File: src/design/bqfrm_pkg.sv
// bqfrm_pkg: operation and status codes of the bounded queue with max pop
// shared by the core and its checker; no dependencies
`default_nettype none

package bqfrm_pkg;

    localparam int FUNC_W   = 3;
    localparam int CAP_W    = 5;
    localparam int STATUS_W = 2;

    localparam logic [FUNC_W-1:0] FUNC_PUSH   = 3'd0;
    localparam logic [FUNC_W-1:0] FUNC_POP    = 3'd1;
    localparam logic [FUNC_W-1:0] FUNC_ROTATE = 3'd2;
    localparam logic [FUNC_W-1:0] FUNC_MAXPOP = 3'd3;
    localparam logic [FUNC_W-1:0] FUNC_CLEAR  = 3'd4;

    localparam logic [STATUS_W-1:0] STATUS_OK    = 2'd0;
    localparam logic [STATUS_W-1:0] STATUS_FULL  = 2'd1;
    localparam logic [STATUS_W-1:0] STATUS_EMPTY = 2'd2;

endpackage

`default_nettype wire

File: src/design/bqfrm_ram.sv
// bqfrm_ram: generic simple dual-port ram, one write and one registered read port
// no dependencies
`default_nettype none

module bqfrm_ram #(
    parameter int WIDTH = 32,
    parameter int DEPTH = 16
) (
    input  wire logic                     clk,
    input  wire logic                     wr_en,
    input  wire logic [$clog2(DEPTH)-1:0] wr_addr,
    input  wire logic [WIDTH-1:0]         wr_data,
    input  wire logic                     rd_en,
    input  wire logic [$clog2(DEPTH)-1:0] rd_addr,
    output logic      [WIDTH-1:0]         rd_data
);

    logic [WIDTH-1:0] mem [DEPTH];

    always_ff @(posedge clk)
    begin
        if (wr_en)
        begin
            mem[wr_addr] <= wr_data;
        end
        if (rd_en)
        begin
            rd_data <= mem[rd_addr];
        end
    end

endmodule

`default_nettype wire

File: src/design/bounded_queue_fifo_rotate_max_pop_core.sv
// bounded_queue_fifo_rotate_max_pop_core: queue sequencer around one entry ram
// depends on bqfrm_pkg and bqfrm_ram
//
// Bounded queue of signed words held in order in a single ram, front at
// address 0. One operation is taken at a time on the s_ stream and one result
// word comes back on the m_ stream. Push, clear, unused codes and operations
// refused on an empty queue go straight to the done state; pop and
// rotate shift the entries behind the front forward, one entry moved per cycle
// through the single read port; max pop makes a scan pass over all entries,
// then a shift pass behind the removed one, longest when the front entry goes.
// A new operation is accepted as soon as the sequencer is idle, even while the
// previous result still waits in the output register.
// Capacity is written on the cfg channel; the user must write it only while
// the queue is idle, the core does not enforce this. It saturates at DEPTH.
`default_nettype none

module bounded_queue_fifo_rotate_max_pop_core
    import bqfrm_pkg::*;
#(
    parameter int DEPTH      = 16,
    parameter int DATA_WIDTH = 32
) (
    input  wire logic                  clk,
    input  wire logic                  rst_n,
    // func [2:0], value [DATA_WIDTH+2:3]
    input  wire logic [((FUNC_W+DATA_WIDTH+7)/8)*8-1:0] s_tdata,
    input  wire logic                  s_tvalid,
    output logic                       s_tready,
    // front_value, count, full_res, empty_res, status (lowest bit up)
    output logic [((DATA_WIDTH+$clog2(DEPTH+1)+2+STATUS_W+7)/8)*8-1:0] m_tdata,
    output logic                       m_tvalid,
    input  wire logic                  m_tready,
    input  wire logic [CAP_W-1:0]      cfg_data,
    input  wire logic                  cfg_valid,
    output logic                       cfg_ready
);

    localparam int AW   = $clog2(DEPTH);
    localparam int CW   = $clog2(DEPTH + 1);
    localparam int CMPW = (CW > CAP_W) ? CW : CAP_W;
    localparam int OW   = ((DATA_WIDTH + CW + 2 + STATUS_W + 7) / 8) * 8;
    localparam int CAP_RESET = (DEPTH > 31) ? 31 : DEPTH;

    localparam logic [1:0] ST_IDLE  = 2'd0;
    localparam logic [1:0] ST_SCAN  = 2'd1;
    localparam logic [1:0] ST_SHIFT = 2'd2;
    localparam logic [1:0] ST_DONE  = 2'd3;

    logic [1:0]            state_reg, state_next;
    logic [CW-1:0]         count_reg, count_next;
    logic [DATA_WIDTH-1:0] front_reg, front_next;
    logic [DATA_WIDTH-1:0] hold_reg, hold_next;
    logic [CAP_W-1:0]      cap_reg;
    logic [FUNC_W-1:0]     func_reg, func_next;
    logic [STATUS_W-1:0]   status_reg, status_next;
    logic [CW-1:0]         rd_ptr_reg, rd_ptr_next;
    logic                  pend_reg, pend_next;
    logic [AW-1:0]         pend_addr_reg, pend_addr_next;
    logic [AW-1:0]         best_idx_reg, best_idx_next;
    logic [DATA_WIDTH-1:0] best_val_reg, best_val_next;

    logic                  out_valid_reg, out_valid_next;
    logic [DATA_WIDTH-1:0] out_front_reg, out_front_next;
    logic [CW-1:0]         out_count_reg, out_count_next;
    logic                  out_full_reg, out_full_next;
    logic                  out_empty_reg, out_empty_next;
    logic [STATUS_W-1:0]   out_status_reg, out_status_next;

    logic                  ram_we;
    logic [AW-1:0]         ram_waddr;
    logic [DATA_WIDTH-1:0] ram_wdata;
    logic                  ram_re;
    logic [AW-1:0]         ram_raddr;
    logic [DATA_WIDTH-1:0] ram_rdata;

    logic [FUNC_W-1:0]     in_func;
    logic [DATA_WIDTH-1:0] in_value;
    logic [CMPW-1:0]       cap_wide;
    logic [CW-1:0]         cap_eff;
    logic [CW-1:0]         count_dec;
    logic                  pass_end;

    assign in_func   = s_tdata[FUNC_W-1:0];
    assign in_value  = s_tdata[FUNC_W +: DATA_WIDTH];
    assign cap_wide  = CMPW'(cap_reg);
    assign cap_eff   = (cap_wide > CMPW'(DEPTH)) ? CW'(DEPTH) : CW'(cap_wide);
    assign count_dec = count_reg - CW'(1);
    assign pass_end  = (rd_ptr_reg == count_reg) && !pend_reg;

    assign s_tready  = (state_reg == ST_IDLE);
    assign cfg_ready = 1'b1;
    assign m_tvalid  = out_valid_reg;
    assign m_tdata   = OW'({out_status_reg, out_empty_reg, out_full_reg,
                            out_count_reg, out_front_reg});

    bqfrm_ram #(
        .WIDTH (DATA_WIDTH),
        .DEPTH (DEPTH)
    ) u_ram (
        .clk     (clk),
        .wr_en   (ram_we),
        .wr_addr (ram_waddr),
        .wr_data (ram_wdata),
        .rd_en   (ram_re),
        .rd_addr (ram_raddr),
        .rd_data (ram_rdata)
    );

    always_comb
    begin
        state_next      = state_reg;
        count_next      = count_reg;
        front_next      = front_reg;
        hold_next       = hold_reg;
        func_next       = func_reg;
        status_next     = status_reg;
        rd_ptr_next     = rd_ptr_reg;
        pend_next       = 1'b0;
        pend_addr_next  = pend_addr_reg;
        best_idx_next   = best_idx_reg;
        best_val_next   = best_val_reg;
        out_valid_next  = out_valid_reg && !m_tready;
        out_front_next  = out_front_reg;
        out_count_next  = out_count_reg;
        out_full_next   = out_full_reg;
        out_empty_next  = out_empty_reg;
        out_status_next = out_status_reg;
        ram_we          = 1'b0;
        ram_waddr       = '0;
        ram_wdata       = '0;
        ram_re          = 1'b0;
        ram_raddr       = '0;

        // one read per cycle during either pass, data comes back next cycle
        if ((state_reg == ST_SCAN || state_reg == ST_SHIFT) && rd_ptr_reg < count_reg)
        begin
            ram_re         = 1'b1;
            ram_raddr      = rd_ptr_reg[AW-1:0];
            rd_ptr_next    = rd_ptr_reg + CW'(1);
            pend_next      = 1'b1;
            pend_addr_next = rd_ptr_reg[AW-1:0];
        end

        case (state_reg)
            ST_IDLE:
            begin
                if (s_tvalid)
                begin
                    func_next   = in_func;
                    status_next = STATUS_OK;
                    hold_next   = front_reg;
                    state_next  = ST_DONE;
                    case (in_func)
                        FUNC_PUSH:
                        begin
                            if (count_reg < cap_eff)
                            begin
                                ram_we     = 1'b1;
                                ram_waddr  = count_reg[AW-1:0];
                                ram_wdata  = in_value;
                                count_next = count_reg + CW'(1);
                                if (count_reg == '0)
                                begin
                                    front_next = in_value;
                                end
                            end
                            else
                            begin
                                status_next = STATUS_FULL;
                            end
                        end
                        FUNC_POP, FUNC_ROTATE:
                        begin
                            if (count_reg == '0)
                            begin
                                status_next = STATUS_EMPTY;
                            end
                            else
                            begin
                                rd_ptr_next = CW'(1);
                                state_next  = ST_SHIFT;
                            end
                        end
                        FUNC_MAXPOP:
                        begin
                            if (count_reg == '0)
                            begin
                                status_next = STATUS_EMPTY;
                            end
                            else
                            begin
                                rd_ptr_next = '0;
                                state_next  = ST_SCAN;
                            end
                        end
                        FUNC_CLEAR:
                        begin
                            count_next = '0;
                        end
                        default:
                        begin
                            status_next = STATUS_OK;
                        end
                    endcase
                end
            end

            ST_SCAN:
            begin
                // >= keeps the last occurrence of the greatest value
                if (pend_reg)
                begin
                    if (pend_addr_reg == '0 ||
                        $signed(ram_rdata) >= $signed(best_val_reg))
                    begin
                        best_val_next = ram_rdata;
                        best_idx_next = pend_addr_reg;
                    end
                end
                if (pass_end)
                begin
                    rd_ptr_next = CW'(best_idx_reg) + CW'(1);
                    state_next  = ST_SHIFT;
                end
            end

            ST_SHIFT:
            begin
                if (pend_reg)
                begin
                    ram_we    = 1'b1;
                    ram_waddr = pend_addr_reg - AW'(1);
                    ram_wdata = ram_rdata;
                    if (pend_addr_reg == AW'(1))
                    begin
                        front_next = ram_rdata;
                    end
                end
                if (pass_end)
                begin
                    // write port is free here, old head goes to the back
                    if (func_reg == FUNC_ROTATE)
                    begin
                        ram_we    = 1'b1;
                        ram_waddr = count_dec[AW-1:0];
                        ram_wdata = hold_reg;
                    end
                    else
                    begin
                        count_next = count_dec;
                    end
                    state_next = ST_DONE;
                end
            end

            ST_DONE:
            begin
                if (!out_valid_reg || m_tready)
                begin
                    out_valid_next  = 1'b1;
                    out_front_next  = (count_reg == '0) ? '0 : front_reg;
                    out_count_next  = count_reg;
                    out_full_next   = (count_reg >= cap_eff);
                    out_empty_next  = (count_reg == '0);
                    out_status_next = status_reg;
                    state_next      = ST_IDLE;
                end
            end

            default:
            begin
                state_next = ST_IDLE;
            end
        endcase
    end

    always_ff @(posedge clk or negedge rst_n)
    begin
        if (!rst_n)
        begin
            state_reg     <= ST_IDLE;
            count_reg     <= '0;
            cap_reg       <= CAP_W'(CAP_RESET);
            pend_reg      <= 1'b0;
            out_valid_reg <= 1'b0;
        end
        else
        begin
            state_reg     <= state_next;
            count_reg     <= count_next;
            pend_reg      <= pend_next;
            out_valid_reg <= out_valid_next;
            if (cfg_valid && cfg_ready)
            begin
                cap_reg <= cfg_data;
            end
        end
    end

    always_ff @(posedge clk)
    begin
        front_reg      <= front_next;
        hold_reg       <= hold_next;
        func_reg       <= func_next;
        status_reg     <= status_next;
        rd_ptr_reg     <= rd_ptr_next;
        pend_addr_reg  <= pend_addr_next;
        best_idx_reg   <= best_idx_next;
        best_val_reg   <= best_val_next;
        out_front_reg  <= out_front_next;
        out_count_reg  <= out_count_next;
        out_full_reg   <= out_full_next;
        out_empty_reg  <= out_empty_next;
        out_status_reg <= out_status_next;
    end

endmodule

`default_nettype wire

File: config.mk
export PLATFORM = sky130hd
export DESIGN_NAME = bounded_queue_fifo_rotate_max_pop_core
export DESIGN_NICKNAME = d
export VERILOG_FILES = /design/src/design/bqfrm_pkg.sv /design/src/design/bqfrm_ram.sv /design/src/design/bounded_queue_fifo_rotate_max_pop_core.sv
export SDC_FILE = /design/constraint.sdc
export NUM_CORES = 1
export LEC_CHECK = 0
export ABC_AREA = 0
export BUFFER_PORTS_ARGS = -buffer_cell sky130_fd_sc_hd__buf_2
export CAP_MARGIN = 20
export CORE_MARGIN = 2
export CORE_UTILIZATION = 35
export CTS_CLUSTER_SIZE = 20
export DETAILED_ROUTE_END_ITERATION = 10
export GPL_ROUTABILITY_DRIVEN = 0
export PLACE_DENSITY_LB_ADDON = 0.08
export SETUP_SLACK_MARGIN = 0.05
export SYNTH_ARGS = -nofsm -noshare
export SYNTH_HDL_FRONTEND = slang
export SYNTH_SLANG_ARGS = --single-unit
File: constraint.sdc
create_clock -name clk -period 6.1 [get_ports clk]
set_input_delay 0.305 -clock clk [delete_from_list [all_inputs] [get_ports clk]]
set_output_delay 0.305 -clock clk [all_outputs]
set_load 0.01 [all_outputs]
# [Yosys cells after proc, flatten, opt, wreduce, memory -nomap -nowiden]
# Memory sizes are Yosys's and may differ from the RTL's. A register that Yosys moved wholly into a read port is not among the register bits.
# Cells that the tools add are included.
[classes] addsub=5 order_cmp=5 mux=59 n_reduce_logical=22 eq_ne=22
[op_table] op="two-way mux 32 bit" count=12
[op_table] op="one-hot mux 32 bit (2 select lines)" count=2
[op_table] op="two-way mux 5 bit" count=10
[op_table] op="one-hot mux 5 bit (2 select lines)" count=4
[op_table] op=">= comparator 32 bit" count=1
[op_table] op="two-way mux 4 bit" count=7
[op_table] op="two-way mux 1 bit" count=13
[op_table] op="two-way mux 2 bit" count=6
[op_table] op="!= test 2 bit, second input constant" count=6
[op_table] op="adder 5 x 1 -> 5 bit, second input constant" count=2
[op_table] op="less-than comparator 5 bit" count=2
[op_table] op="== test 3 x 2 -> 1 bit, second input constant" count=3
[op_table] op="!= test 2 x 1 -> 1 bit, second input constant" count=4
[op_table] op="one-hot mux 2 bit (2 select lines)" count=2
[op_table] op="one-hot mux 2 bit (4 select lines)" count=1
[op_table] op="one-hot mux 4 bit (2 select lines)" count=1
[op_table] op="AND reduction 7 bit" count=1
[op_table] op="AND reduction 6 bit" count=1
[op_table] op="adder 4 x 1 -> 5 bit, second input constant" count=1
[op_table] op="== test 5 bit" count=1
[op_table] op=">= comparator 5 bit" count=1
[op_table] op="> comparator 5 bit, second input constant" count=1
[op_table] op="zero test 5 bit" count=1
[op_table] op="subtractor 5 x 1 -> 5 bit, second input constant" count=1
[op_table] op="21 further kinds" count=29
[totals] n_memories=1 mem_bits_rw=512 out_inout_bits=51 inputBits=50 regBits=169
[memory_table] memory="u_ram.mem" words=16 width=32 rd=1 rd_clocked_by_memory_dff=1 write_ports=1 line="bqfrm_ram.sv:18" source="logic [WIDTH-1:0] mem [DEPTH];"

# [Depth between registers and ports, before layout]
# Gate-level depths: netlist of run 1.
[logic_depth] ltp_word=9 ltp_mapped=13

# [Modules after synthesis]
# A second synthesis of run 1 with hierarchy kept.
[unflattened] cells_unflattened=1463 area_unflattened_um2=28421.0
[modules_own_cells] module="bqfrm_ram" instances=1 area_per_inst_um2=20155.6 cells_per_inst=838
[modules_own_cells] module="bounded_queue_fifo_rotate_max_pop_core" instances=1 area_per_inst_um2=8265.4 cells_per_inst=625

# [Worst setup path before layout of run 1]
# No wires, ideal clock.
[synth_timing] kind="reg2reg" startpoint="reg count_reg[2]" endpoint="mem u_ram.mem[1][0] (enable)" period_less_slack_ps=5031 slack_ps=1069 path_buffers=1 path_stages_with_launch=10 t_arrival_ps=4570 cell_sequence="dfrtp_1 > clkbuf_1 > inv_1 > ha_1 > nand3_1 > or4_4 > o22ai_2 > inv_1 > a221o_1 > nor3_1"
[synth_between] elab_chain_len=7 elab_cells_between_ends=17
[synth_lines] element="start: declaration" line="bounded_queue_fifo_rotate_max_pop_core.sv:50" source="logic [CW-1:0] count_reg, count_next;"
[synth_lines] element="start signal: assignment" line="bounded_queue_fifo_rotate_max_pop_core.sv:290" source="count_reg <= count_next;"
[synth_lines] element="less-than comparator 5 bit" line="bounded_queue_fifo_rotate_max_pop_core.sv:156" source="if (count_reg < cap_eff)"
[synth_lines] element="two-way mux 1 bit" line="bounded_queue_fifo_rotate_max_pop_core.sv:156"
[synth_lines] element="two-way mux 1 bit" line="bounded_queue_fifo_rotate_max_pop_core.sv:153" source="case (in_func)"
[synth_lines] element="two-way mux 1 bit" line="bounded_queue_fifo_rotate_max_pop_core.sv:147" source="if (s_tvalid)"
[synth_lines] element="one-hot mux 1 bit (2 select lines)" line="bounded_queue_fifo_rotate_max_pop_core.sv:144" source="case (state_reg)"
[synth_lines] element="two-way mux 1 bit" line="bqfrm_ram.sv:22" source="if (wr_en)"
[synth_lines] element="two-way mux 1 bit (implied by the code)" line="bqfrm_ram.sv:24" source="mem[wr_addr] <= wr_data;"
[synth_lines] element="end: declaration" line="bqfrm_ram.sv:18"
# Several ways; a longest one is shown, not always the timed one.

# [Worst setup path in the final report of run 1]
[layout_timing] startpoint="reg count_reg[2]" endpoint="mem u_ram.mem[12][14] (enable)"
# Same word-level chain as after synthesis.

==> flow_summary.ini, run 1 <==
[yosys]
ys_warn_count = 0
ys_top_cells_by_count = 694 x edfxtp_1, 128 x mux4_2, 83 x inv_1
synth_area_per_cell_um2 = 19.3
yosysTopAreaCell = edfxtp_1
netlist.area_leader.share_pct = 73.0
syn_inst = 1479
ys_top_cells_by_area = edfxtp_1 73%, mux4_2 10%, ha_1 2.4%
synth_flop_cell = edfxtp_1
synth_edf_count = 694
netlist_area_um2 = 28500
ys_async_sr_fraction_pct = 1.96
yosys.cell_count.top_type = edfxtp_1
synth_seq_cells = 713
yosysUniqueCellTypes = 73
yosysSeqAreaShare_pct = 74.6

[timing]
clock_skew_ps = 18.7
worstMarginPinSlew_ps = 1130
slew_headroom_pct = 24.9
fmax_mhz = 225
finalCritPeriodShare_pct = 72.7
final_hold_viol_count = 0
drv_slew = 0
finalSetupViolCount = 0
min_period_ps = 4440
hold_ws_ps = 46.6
rsz0062_at_grt = no
finalSetupTns_ps = 0

[routing]
drt_iter0_markers = 1336
drtPass1Iterations = 5
wire_per_inst_um = 26.4
drc = 0
dr_total_vias = 14700
routed_via_density = 5.28
drt_wl_total_mm = 73.4
drtAntennaViolNets = 0

[power]
ir_worst_vdd_v = 0.000509
comb_power_share_pct = 32.1
p_switching_uw = 5640
p_per_area_nw_per_um2 = 518
p_leak_uw = 0.0113
p_clk_share_pct = 26.0
power_frac_seq_pct = 41.9
swShare_pct = 32.7
p_int_uw = 11600

[worst_setup_path]
regToRegSetupSlack_ps = 1660
crit_fanout = 17
path_cells = inv_1 -> ha_1 -> nand3_1 -> or3_1 -> o32ai_4 -> nand3_2 -> a221oi_2 -> nor2b_4 -> buf_4
start_kind = flip-flop
path_buf_inv = 2
ff2ff_path_depth = 9
cp.required_ps = 6370
cpPeakStageDelay_ps = 790
end_kind = flip-flop
cp-endpoint = u_ram.mem[12][14]
startpoint = count_reg[2]
r2r_start = count_reg[2]
critPathSlowestCell = nor2b_4
critPathTopFamily = simple AND/OR/NAND/NOR gates
worstPathArrival_ps = 4710
path_depth = 9
crit_type = reg2reg
r2r-end = u_ram.mem[12][14]

[global_route]
grt.overflow.total = 0
grt_pass1_wl_mm = 107
grt.total_usage_pct = 17.9
grt_max_degree = 129
antenna_found_initial = 4
grt_pass1_vias = 15500

[clocking]
clkSinkCount = 713
cts_buffers = 80
clk_latency_ps = 620
root_buffer = clkbuf_16
htree_levels = 3
clkTransAtPathRegs_ps = 60
cts_setup_buffers = 0
cts_tree = done
clk_path_buf_depth = 3

[floorplan]
rows = 104
die_width_um = 290
dieArea_um2 = 83800
start_util_pct = 35.4
io_pins = 101
core_um2 = 80700
die_y_um = 290

[placement]
placed_cell_area_um2 = 30500
detailed_place_hpwl_mm = 41.8
port_buffers = 87

[worst_hold_path]
min_path_cells = 2
hold_path_class = in2reg

[final_layout]
fill_cells = 7258
antennaDiodeCount = 0
area_growth_pct = 17.0
finish.utilization_pct = 41.4
fin_area_um2 = 33400
final_nets = 1764
drive_above_1_share_pct = 26.6
largest_register = u_ram.mem
largest_reg_flops = 512

[job]
maxCapViolations = 0

[outcome]
status = finished, final reports clean
-- power by group through the flow --
stage / Combinational, uW / Clock [uW] / Sequential (uW)
after floorplan: 3770 / 0 / 7150
after global placement: 5610 / 0 / 7330
after detailed placement: 5660 / 0 / 7350
after CTS: 5690 / 4620 / 7250
after global routing: 6120 / 4810 / 7330
final: 5540 / 4490 / 7240
-- layout by cell type, fill, tap and decap left out, types with 10 or more instances in the layout --
master and count:
nand2_1 61, a22oi_1 66, edfxtp_1 694, nor2_4 10
clkinv_1 12, dlygate4sd3_1 43, o21ai_0 10, nor2b_1 34
buf_4 36, a222oi_1 32, dfrtp_1 13, nand4_1 15
a21oi_1 18, clkinv_2 16, clkbuf_1 21, nand3_1 14
mux2_2 38, mux4_2 128, inv_1 82, nor2_1 14
ha_1 52, buf_2 87, clkbuf_16 83
-- worst min-delay path by stage --
stage,start,endpoint
after floorplan,rst_n,cap_reg[0]
after global routing,s_tdata[19],front_reg[16]
final,s_tdata[6],front_reg[3]
after CTS,s_tdata[19],front_reg[16]
after global placement,rst_n,count_reg[4]
after detailed placement,rst_n,count_reg[4]
-- worst reg2reg max path: cells and delay by family, from the launching register on --
kind | cells | cell delay, ps
and+or+nand+nor | 4 | 1580
AOI/OAI and AO/OA | 2 | 790
buffers and inverters | 2 | 690
DFF | 1 | 680
adders and majority gates | 1 | 350
-- through the flow --
step	setup WS (ps)	cells	power (uW)
floorplan	1070	1485	10900
global route	1380	2780	18200
CTS	1610	2780	17600
global placement	1670	2593	12900
detailed placement	1650	2595	13000
finish	1660	2780	17300
-- layer usage --
| layer | global-route usage, % | wire length, um | vias to the layer above |
|---|---|---|---|
| li1 | - | - | 6387 |
| met5 | 0 | 0 | - |
| met3 | 3.11 | 3760 | 104 |
| met4 | 5.04 | 1590 | 0 |
| met2 | 28.0 | 33900 | 393 |
| met1 | 25.8 | 34100 | 7781 |
-- cell families (layout without fill, tap and decap cells) --
kind of cell	count (synthesis)	count (layout)	synth area share [%]
AOI/OAI and AO/OA	176	176	4.93
xor gates and xnor gates	8	8	0.246
adders and majority gates	54	54	2.37
DFF	713	713	74.6
muxes	170	170	11.7
buffers and inverters	164	399	2.41
other	2	8	0.0263
and+or+nand+nor	192	192	3.65
-- repair_timing --
action,4_1_cts,5_1_grt
hold endpoints to repair,50,0
hold buffers,43,0
resized for setup,0,0
-- final cells by class --
type                            instances  area (um2)  area share (%)
Inverter                               85         319           0.956
Sequential cell                       713       21300            63.8
Clock inverter                         38         263           0.787
Tap cell                             1060        1330            3.97
Timing Repair Buffer                  172        1250            3.74
Multi-Input combinational cell        608        6770            20.3
Clock buffer                          104        2160            6.46
No activity file was read; power rests on OpenSTA's default activity.
==> inputs of run 2 (changes only) <==
clock period = 3.75 ns   (was 6.1 ns; I/O delays follow)
==> flow_summary.ini, run 2 (same netlist as run 1, synthesis figures left out) <==
[outcome]
status = finished, final reports clean

[floorplan]
rows = 104
core_um2 = 80700
dieArea_um2 = 83800
io_pins = 101
die_y_um = 290
start_util_pct = 35.4
die_width_um = 290

[timing]
clock_skew_ps = 19.0
min_period_ps = 3390
drv_slew = 0
worstMarginPinSlew_ps = 859
slew_headroom_pct = 42.7
rsz0062_at_grt = no
finalCritPeriodShare_pct = 90.4
finalSetupViolCount = 0
hold_ws_ps = 23.9
final_hold_viol_count = 0
fmax_mhz = 295

[placement]
detailed_place_hpwl_mm = 43.7
port_buffers = 87

[final_layout]
finish.utilization_pct = 42.5
largest_reg_flops = 512
largest_register = u_ram.mem
final_nets = 1822
final_common_cell = edfxtp_1
drive_above_1_share_pct = 28.9
area_growth_pct = 20.2
mostFrequentLayoutCells = 694 x edfxtp_1, 128 x mux4_2, 87 x buf_2, 82 x inv_1, 82 x clkbuf_16

[worst_setup_path]
worstPathArrival_ps = 3680
cp.required_ps = 4040
crit_type = reg2reg
end_kind = flip-flop
crit_fanout = 24
ff2ff_path_depth = 9
start_kind = flip-flop

[power]
p_leak_uw = 0.0117
ir_worst_vdd_v = 0.000807
p_per_area_nw_per_um2 = 847

[clocking]
clkTransAtPathRegs_ps = 60
clk_latency_ps = 630
htree_levels = 3
cts_setup_buffers = 0
cts_tree = done
clk_path_buf_depth = 3
clkSinkCount = 713
cts_buffers = 81
root_buffer = clkbuf_16

[routing]
routed_via_density = 5.34
drt_wl_total_mm = 77.1
wire_per_inst_um = 27.2
drt_iter0_markers = 1258
drtPass1Iterations = 8
dr_total_vias = 15100
drc = 0
drtAntennaViolNets = 0

[global_route]
grt.overflow.total = 0
grt_pass1_vias = 15500
antenna_found_initial = 1
grt.total_usage_pct = 18.6
grt_pass1_wl_mm = 110
grt_max_degree = 87

[worst_hold_path]
hold_path_class = in2async

[job]
maxCapViolations = 0
==> run 2: cell types whose count changed in the layout (fill, tap and decap cells not counted), moves of 4 or more <==
cell,before,now
buf_12,5,31
buf_4,36,63
bufinv_16,2,6
dlygate4sd3_1,43,48
inv_6,0,4
nor3_2,4,0
nor3_4,0,4
clkbuf_1,21,12
clkinv_1,12,19
==> run 2: final timing paths <==
path	startpoint	to	slack, ps
max	count_reg[1]	u_ram.mem[13][20]	360
min	rst_n	count_reg[4]	20
max reg2reg	count_reg[1]	u_ram.mem[13][20]	360
min reg2reg	status_reg[0]	out_status_reg[0]	430
max in group asynchronous	rst_n	cap_reg[4]	3420
min in group clk	s_tvalid	state_reg[1]	50
==> run 2: repair_timing <==
| action | 4_1_cts | 5_1_grt |
|---|---|---|
| hold endpoints to repair | 56 | 0 |
| gates resized for setup | 0 | 0 |
| hold buffers | 48 | 0 |
==> run 2: where the power goes <==
group	internal (uW)	total, uW	leakage [uW]	switching (uW)
logic	4100	9790	0.00386	5690
registers	11000	11600	0.00663	597
clock network	4440	7650	0.00124	3210
total	19500	29000	0.0117	9500
==> run 2: through the flow <==
stage          instances  power [uW]  area (um2)  TNS [ps]  setup WS (ps)
2_1_floorplan       1485       17800       28600    -67300           -357
3_3_place_gp        2647       21600       31300         0            409
3_5_place_dp        2647       21700       31300         0            374
4_1_cts             2838       29400       34300         0            342
5_1_grt             2838       30500       34300         0            178
6_report            2839       29000       34300         0            358
==> run 2: cell type report <==
cell class                      count  area (um2)
Fill cell                        7161       46400
Sequential cell                   713       21300
Multi-Input combinational cell    608        6790
Clock buffer                       95        2110
Timing Repair Buffer              229        2010
Tap cell                         1060        1330
Clock inverter                     48         437
Inverter                           85         319
Antenna cell                        1        2.50
==> run 2: per-layer routing <==
layer	vias up	GRT usage [%]	share of wire, %
met5	-	0	0
met4	0	4.74	2.3
met3	98	3.12	5.6
met2	481	29.0	46
met1	8061	27.1	46
li1	6509	-	-
==> run 2: worst max-delay path, cell delays in order, from the launching register on <==
cell and delay, ps:
dfrtp_1 420, inv_1 100, ha_1 300, nand3_1 120, or3_1 520, o31ai_4 390
nand2_2 120, a221oi_2 430, nor3b_4 310, buf_12 300
==> inputs of run 3 (changes only) <==
MAX_ROUTING_LAYER = met4   (was unset)
RECOVER_POWER = 50   (was unset)
==> flow_summary.ini, run 3 (same netlist as run 1, synthesis figures left out) <==
[clocking]
cts_tree = done
clkSinkCount = 713
root_buffer = clkbuf_16
clk_path_buf_depth = 3
cts_buffers = 81
cts_setup_buffers = 0
htree_levels = 3
clk_latency_ps = 630
cts_resized = 0
clkTransAtPathRegs_ps = 60

[routing]
drtPass1Iterations = 7
drt_iter0_markers = 1221
drtAntennaViolNets = 0
drc = 0
wire_per_inst_um = 27.2
dr_total_vias = 15200
drt_wl_total_mm = 77.1
routed_via_density = 5.35

[final_layout]
fill_cells = 7212
seqCellArea_um2 = 21300
final_nets = 1822
area_growth_pct = 19.5
finish.utilization_pct = 42.2
largest_reg_flops = 512
mostFrequentLayoutCells = 694 x edfxtp_1, 128 x mux4_2, 83 x inv_1, 82 x clkbuf_16, 79 x clkbuf_1
drive_above_1_share_pct = 24.6
multi_input_comb_area_um2 = 6760
fin_area_um2 = 34100
final_common_cell = edfxtp_1
largest_register = u_ram.mem

[power]
p_leak_uw = 0.0115
ir_worst_vdd_v = 0.000817
p_total_uw = 28900
p_per_area_nw_per_um2 = 847

[outcome]
violations = capacitance limit, slew limit
status = complete, but fails checks

[timing]
drv_slew = 28
finalSetupTns_ps = 0
rsz0062_at_grt = no
finalCritPeriodShare_pct = 91.1
fmax_mhz = 293
clock_skew_ps = 18.9
min_period_ps = 3420
finalSetupViolCount = 0
worstMarginPinSlew_ps = 1990
final_hold_viol_count = 0
slew_headroom_pct = -32.5
timing.final.ws_setup_ps = 332

[worst_hold_path]
hold_path_class = in2reg
min_path_cells = 3

[worst_setup_path]
critPathSlowestCell = dfstp_1
cpPeakStageDelay_ps = 520
worstPathArrival_ps = 3680
end_kind = flip-flop
crit_type = reg2reg
ff2ff_path_depth = 11
path_cells = inv_1 -> nand2_1 -> ha_1 -> nor2b_1 -> o21a_1 -> o211ai_2 -> nand3_1 -> mux2i_1 -> clkbuf_2 -> nor3_4 -> clkbuf_4
crit_fanout = 17
cp.required_ps = 4010
start_kind = flip-flop

[placement]
port_buffers = 87
placed_cell_area_um2 = 31300
detailed_place_hpwl_mm = 43.7
dp_slack_ps = 374

[global_route]
grt.overflow.total = 0
antenna_found_initial = 1
grt_max_degree = 87
grt.total_usage_pct = 19.1
grt_pass1_wl_mm = 110
grt_pass1_vias = 15500

[floorplan]
io_pins = 101
die_y_um = 290
die_width_um = 290
rows = 104
core_um2 = 80700
dieArea_um2 = 83800
start_util_pct = 35.4

[job]
maxCapViolations = 1
run 3: cell types whose count changed in the layout (fill, tap and decap cells not counted), sizes merged:
cell / change
clkbuf: +72
buf: -72
run 3: critical path: cells and delay by family, from the launching register on:
| family | cells | cell delay [ps] |
|---|---|---|
| multiplexers | 1 | 210 |
| flip-flops | 1 | 520 |
| adder cells (fa/ha/maj) | 1 | 230 |
| AND/OR/NAND/NOR | 4 | 740 |
| AO/OA/AOI/OAI | 2 | 560 |
| buffers and inverters | 3 | 770 |
run 3: cell type report:
type | count | area share, %
clock buffers | 95 | 6.19
multi-input cells | 608 | 19.8
inverters | 85 | 0.936
diodes | 1 | 0.00734
flip-flops and latches | 713 | 62.5
clock inverters | 48 | 1.28
repair buffers | 229 | 5.37
well taps | 1060 | 3.89
run 3: final timing paths:
kind,from,endpoint,slack (ps)
setup / recovery,cap_reg[4],u_ram.mem[0][20],330
hold / removal,s_tvalid,state_reg[1],40
setup reg to reg,cap_reg[4],u_ram.mem[0][20],330
hold reg to reg,status_reg[0],out_status_reg[0],420
max in group asynchronous,rst_n,pend_reg,2980
min in group asynchronous,rst_n,count_reg[3],220
run 3: where the power goes:
group	total [uW]	internal (uW)	switching (uW)	leakage (uW)
logic	9610	3920	5690	0.00364
registers	11600	11000	596	0.00663
clock network	7650	4440	3200	0.00124
total	28900	19400	9490	0.0115
run 3: timing repair:
action / 4_1_cts / 5_1_grt
endpoints found under the hold margin: 56 / 0
hold buffers: 48 / 0
setup endpoints to repair: 0 / 0
run 3: layer usage:
metal / vias to the layer above / GRT usage [%] / wire length (um)
li1: 6513 / - / -
met3: 106 / 3.05 / 3790
met1: 8129 / 27.2 / 36000
met4: 0 / 4.74 / 1790
met2: 442 / 28.9 / 35600
met5: - / - / 0
run 3: per-stage QoR:
step / instances / hold WS [ps]
6_report: 2839 / 44.3
5_1_grt: 2839 / 14.3
3_5_place_dp: 2647 / 125
4_1_cts: 2838 / 1.49
2_1_floorplan: 1485 / -108
3_3_place_gp: 2647 / 134
